`src/hw/rtl/sky_pkg.sv`:
```
// Shared types and constants for the skyline sweep maximum tracker.
// Holds beat structs, chain cell types, control codes and state encoding.
package sky_pkg;

  localparam int unsigned HeightW = 31;
  localparam int unsigned PosW    = 31;
  localparam int unsigned IdW     = 11;
  localparam int unsigned IdDepth = 1 << IdW;

  typedef enum logic {
    OP_START = 1'b0,
    OP_END   = 1'b1
  } op_e;

  typedef struct packed {
    logic               op;
    logic [PosW-1:0]    position;
    logic [IdW-1:0]     building_id;
    logic [HeightW-1:0] building_height;
  } in_beat_t;

  typedef struct packed {
    logic [PosW-1:0]    point_x;
    logic [HeightW-1:0] point_height;
  } out_beat_t;

  typedef enum logic [1:0] {
    CMD_NONE,
    CMD_INS,
    CMD_DEL
  } cmd_kind_e;

  typedef struct packed {
    cmd_kind_e          kind;
    logic [HeightW-1:0] height;
  } chain_cmd_t;

  typedef struct packed {
    logic               valid;
    logic [HeightW-1:0] height;
  } entry_t;

  typedef struct packed {
    logic               present;
    logic [HeightW-1:0] height;
  } id_entry_t;

  typedef enum logic [2:0] {
    ST_CLEAR,
    ST_IDLE,
    ST_LOOK,
    ST_INS,
    ST_EMIT
  } state_e;

endpackage

```
`src/hw/rtl/sky_cell.sv`:
```
// One cell of the sorted height chain, largest height nearest the head.
// Depends on sky_pkg for the command and entry types.
module sky_cell (
  input  logic                clk_i,
  input  logic                rst_ni,
  input  sky_pkg::chain_cmd_t cmd_i,
  input  sky_pkg::entry_t     left_i,
  input  sky_pkg::entry_t     right_i,
  output sky_pkg::entry_t     entry_o
);
  import sky_pkg::*;

  entry_t entry_q, entry_d;
  logic   keep_ins, left_ge, at_or_below;

  assign keep_ins    = entry_q.valid && (entry_q.height >= cmd_i.height);
  assign left_ge     = left_i.valid && (left_i.height >= cmd_i.height);
  assign at_or_below = entry_q.valid && (entry_q.height <= cmd_i.height);

  always_comb begin
    entry_d = entry_q;
    unique case (cmd_i.kind)
      CMD_INS: begin
        if (keep_ins) begin
          entry_d = entry_q;
        end else if (left_ge) begin
          entry_d = '{valid: 1'b1, height: cmd_i.height};
        end else begin
          entry_d = left_i;
        end
      end
      CMD_DEL: begin
        if (at_or_below) begin
          entry_d = right_i;
        end
      end
      default: entry_d = entry_q;
    endcase
  end

  always_ff @(posedge clk_i or negedge rst_ni) begin
    if (!rst_ni) begin
      entry_q <= '0;
    end else begin
      entry_q <= entry_d;
    end
  end

  assign entry_o = entry_q;

endmodule

```
`config.mk`:
```
export PLATFORM = sky130hd
export DESIGN_NAME = sky_cell
export DESIGN_NICKNAME = d
export VERILOG_FILES = /design/src/hw/rtl/sky_pkg.sv /design/src/hw/rtl/sky_cell.sv
export SDC_FILE = /design/constraint.sdc
export NUM_CORES = 1
export LEC_CHECK = 0
export BUFFER_PORTS_ARGS = -buffer_cell sky130_fd_sc_hd__buf_2
export CORE_MARGIN = 5
export CORE_UTILIZATION = 45
export CTS_CLUSTER_SIZE = 30
export DETAILED_ROUTE_END_ITERATION = 8
export PLACE_DENSITY_LB_ADDON = 0.08
export REMOVE_ABC_BUFFERS = 1
export SLEW_MARGIN = 20
export SYNTH_ARGS = -nofsm -noshare
export SYNTH_HDL_FRONTEND = slang
export SYNTH_SLANG_ARGS = --single-unit
```
`constraint.sdc`:
```
create_clock -name clk_i -period 2.7 [get_ports clk_i]
set_input_delay 0.135 -clock clk_i [delete_from_list [all_inputs] [get_ports clk_i]]
set_output_delay 0.135 -clock clk_i [all_outputs]
set_load 0.02 [all_outputs]
```
; ---- Word-level counts from Yosys, hierarchy flattened
; Cells that the tools add are included.
[classes]
reduce_logical = 5
eq_ne = 4
magnitude_cmp = 3
n_mux = 4
[op_table]
columns = op, n
row1 = 2-to-1 mux 32 bit, 3
row2 = one-hot mux 32 bit (2 select lines), 1
row3 = greater-or-equal comparator 31 bit, 2
row4 = <= comparator 31 bit, 1
row5 = != test 2 bit (second input constant), 2
row6 = logical AND 1 bit, 3
row7 = AND reduction 3 bit, 1
row8 = == test 2 x 1 -> 1 bit (second input constant), 1
row9 = == test 2 bit (second input constant), 1
row10 = nonzero test 2 bit, 1
[word_totals]
regBits = 32
input_bits = 99
wordCells = 18

; ---- Longest topological paths before layout
[logic_depth]
ltp_word = 5
ltp_mapped = 10
ltp_nobuf = 9

; ---- Worst setup path before layout
; Ideal clock, no wire load.
[synth_path]
kind = register -> register
start = register entry_q, in the netlist entry_o[28]
end = register entry_q, in the netlist entry_o[0]
period_less_slack_ns = 2.474
arrival_ns = 2.341
setup_ns = 0.133
path_stages_with_launch = 10
setup_slack_ns = 0.226
path_cell_list = dfrtp_1 -> ha_1 -> a21o_1 -> a21o_1 -> a221oi_1 -> o211ai_1 -> a2bb2oi_1 -> nor3_2 -> buf_2 -> o221ai_2
[synth_between]
elab_chain_len = 4
[synth_rtl]
columns = element, line_no
row1 = from (decl), sky_cell.sv:13  ; entry_t entry_q, entry_d;
row2 = from (signal assigned), sky_cell.sv:45  ; entry_q <= entry_d;
row3 = <= comparator 31 bit or greater-or-equal comparator 31 bit (tied branches), "sky_cell.sv:18, sky_cell.sv:16"
row4 = "logical AND 1 bit, on equally long branches", "sky_cell.sv:18, sky_cell.sv:16"
row5 = != test 2 bit (no source line), --
row6 = AND reduction 3 bit (no source line) (*), --
; Every way passes the cells marked *; elsewhere a longest branch is shown, timed or not.
; A chain may end at the register's enable or synchronous reset.

; ---- Final worst setup path
[layout_path]
start = register entry_q, in the netlist entry_o[10]
end = register entry_q, in the netlist entry_o[21]
; Same word-level chain as after synthesis.

==> run_results.csv <==
group,metric,value,unit
synth,async_set_reset_flop_share_out_of_synthesis,100,%
finish,drive_gt1_share,36.7,%
worst_setup_path,timing.critical_path.slowest_stage_cell,"dfrtp_1",
synth,ys_seq_elements,32,
worst_setup_path,r2r_worst_path_depth,11,
global_route,grt_most_used_layer,"met2",
synth,synth_cells,388,
floorplan,core_region_area,7690,um^2
sta,final.hold.worst_slack,71.6,ps
synth,post_synth.cell_area_avg,9.15,um^2
finish,total_inserted_antenna_cells,0,
worst_setup_path,regToRegSetupSlack,160,ps
worst_setup_path,critical_path.startpoint_type,"register",
global_route,grt_start_max_net_pins,33,
floorplan,die_area,9760,um^2
worst_setup_path,cp_data_arrival_time,2710,ps
power_and_ir_drop,post-layout-total-power,0.00274,W
finish,utilization,59.6,%
worst_setup_path,worst_r2r_src,"entry_o[10]$_DFFE_PN0P_",
clocking,tritoncts.num_buffers,5,
worst_setup_path,critical_path_origin,"entry_o[10]$_DFFE_PN0P_",
global_route,gr-usage-met1,26.4,%
finish,area_growth_syn_to_layout,29.1,%
clocking,clk_latency,290,ps
synth,ys_dominant_reg_cell,"dfrtp_1",
drt,vias,3437,
global_route,grtUsageTotal,21.0,%
power_and_ir_drop,power_density,599,nW/um^2
sta,hold_violations,0,
placement,io_buffer_count,130,
clocking,cts_tree,"done",
worst_setup_path,critPathKind,"register to register",
hold_path,worstHoldPathType,"input port to register",
worst_setup_path,cp_common_cell,"buf_4",
sta,skew,6.74,ps
worst_setup_path,cp-endpoint,"entry_o[21]$_DFFE_PN0P_",
drt,drc,0,
drt,vias_per_cell,5.43,
worst_setup_path,path_buf_inv,3,
worst_setup_path,critical_path.max_stage_delay,400,ps
global_route,antenna_found_initial,0,
worst_setup_path,cp_num_cells,11,
global_route,first_global_vias,3651,
floorplan,die-height,98.8,um
floorplan,start_util,46.2,%
drt,postRouteWirelength,10.3,mm
drt,drt-initial-drc-count,85,
worst_setup_path,cp_cell_sequence,"ha_1 -> nand4_1 -> nor4_2 -> buf_4 -> a221oi_1 -> o211ai_1 -> a2bb2oi_2 -> nor3_4 -> buf_4 -> buf_12 -> o221ai_1",
synth,netlist-cell-type-count,39,
worst_setup_path,cp_max_fo,11,
finish,largest_register_ffs,32,
worst_setup_path,critPathRequiredTime,2860,ps
floorplan,total_i_o_pin_count,131,
drt,detailedRoute.firstPassIterationCount,4,
run,drv_cap,0,
worst_setup_path,critPathCaptureType,"register",
global_route,globalRouteMet3Util,4.67,%
synth,synth_edf_count,0,
sta,max_slew_margin,45.5,%
clocking,clock_root_buffer_master,"clkbuf_8",
worst_setup_path,r2r_end,"entry_o[21]$_DFFE_PN0P_",
floorplan,row_count,32,
sta,worst_slew_pin_slew,818,ps
clocking,cts-root-to-sink-buffers,2,
placement,hpwl_dp,8.12,mm
finish,layout.cells.most_common,"buf_2",
global_route,global_route.usage.met2,36.5,%
power_and_ir_drop,power.ir.vdd_worst,0.290,mV
run_status,status,"finished, final reports clean",
floorplan,die_w,98.8,um
sta,finalSetupTns,0,ps
sta,layout_worst_path_cycle_share,94.3,%
finish,final-seq-area,801,um^2
drt,detail_route.wl_per_cell,16.3,um
finish,layout_filler_cell_count,729,
placement,finalWeightedCongestion,0.856,
sta,period_minus_slack,2540,ps
global_route,grt_pass1_wl,17.0,mm
sta,max_clock_freq,0.393,GHz
synth,synth_seq_area_share,22.6,%
sta,final_max_slew_viol_count,0,
drt,route.antenna.remaining_nets,0,
synth,syn-cell-area,3550,um^2
finish,fin_nets,693,
clocking,htreeDepth,2,
global_route,global_route.overflow_total,0,
worst_setup_path,cp_top_family,"compound AO/OA/AOI/OAI gates",
synth,yosysWarningCount,0,
finish,most-common-layout-cells,"buf_2 (130), inv_1 (68), ha_1 (64)",
clocking,cts.sinks,32,
power_and_ir_drop,cellLeakagePower,2.49,nW
finish,multi_input_comb_area,2450,um^2
clocking,worst_setup_hold_path_clk_slew,80,ps
sta,timing.final.setup_violations,0,
==> Yosys cell counts (2+ instances only) <==
master    instances  share of area, %
a221oi_1          4              0.99
nand3_1          42               5.9
buf_6             3              0.95
dfrtp_1          32                23
nand2_1          18               1.9
o21ai_0           5              0.71
a21oi_1          25               3.5
inv_1            68               7.2
nand4_1          14               2.5
a21o_1            3              0.63
nor4_1            4              0.71
nor2_1            9              0.95
mux2i_1          31               8.7
clkbuf_1          6              0.63
nand3b_1          2              0.42
o221ai_2         30                13
ha_1             64                23
nor3_1            3              0.42
buf_2             5              0.71
==> through the flow <==
stage	area, um^2	worst slack, ps	cells
2_1_floorplan	3460	-1390	373
3_3_place_gp	4420	121	621
3_5_place_dp	4420	62.4	621
4_1_cts	4520	106	630
5_1_grt	4580	-1.68	633
6_report	4580	155	633
==> worst min path at each step <==
stage,endpoint,slack (ps),depth (start not counted),start
after floorplan,entry_o[0]$_DFFE_PN0P_,-160,0,rst_ni
after global placement,entry_o[9]$_DFFE_PN0P_,280,1,rst_ni
after detailed placement,entry_o[10]$_DFFE_PN0P_,280,1,rst_ni
after CTS,entry_o[13]$_DFFE_PN0P_,60,3,right_i[13]
after global routing,entry_o[27]$_DFFE_PN0P_,80,3,right_i[27]
final,entry_o[27]$_DFFE_PN0P_,70,3,right_i[27]
==> power breakdown <==
part	total [W]	switching, W	internal [W]
Combinational	0.00157	0.000909	0.000666
Clock	0.000409	0.000200	0.000208
Sequential	0.000760	0.000132	0.000628
==> cell families after synthesis <==
family	share of synthesized area [%]
AO/OA/AOI/OAI	22.7
adder cells (fa/ha/maj)	22.6
buffers and inverters	9.70
flip-flops	22.6
multiplexers	8.74
AND/OR/NAND/NOR	13.8
==> timing repair <==
action                                  in CTS  in global routing
hold buffers                                 1                  0
endpoints found under the setup margin       0                 31
buffers inserted                             0                  2
hold endpoints to repair                    32                  0
resized for setup                            0                  4
==> area by class of cell <==
cell class	instances	share of cell area [%]
multi-input combinational	273	53.4
timing repair buffer	150	18.8
sequential	32	17.5
inverter	68	5.57
tap	102	2.79
clock buffer	8	1.97
==> routing by layer <==
metal  vias up  routed length [um]  part of all wire, %
met2       106                4990                   48
li1       1720                   -                    -
met4         0                  96                 0.93
met1      1605                4570                   44
met5         -                   0                    0
met3         6                 676                  6.5
==> worst reg2reg max path, cell delays in order (launching register included) <==
cell       delay (ps)
dfrtp_1           400
ha_1              320
nand4_1           200
nor4_2             80
buf_4             150
a221oi_1          260
o211ai_1          220
a2bb2oi_2         220
nor3_4            100
buf_4             170
buf_12            160
o221ai_1          130
(Power assumes the default switching activity.)
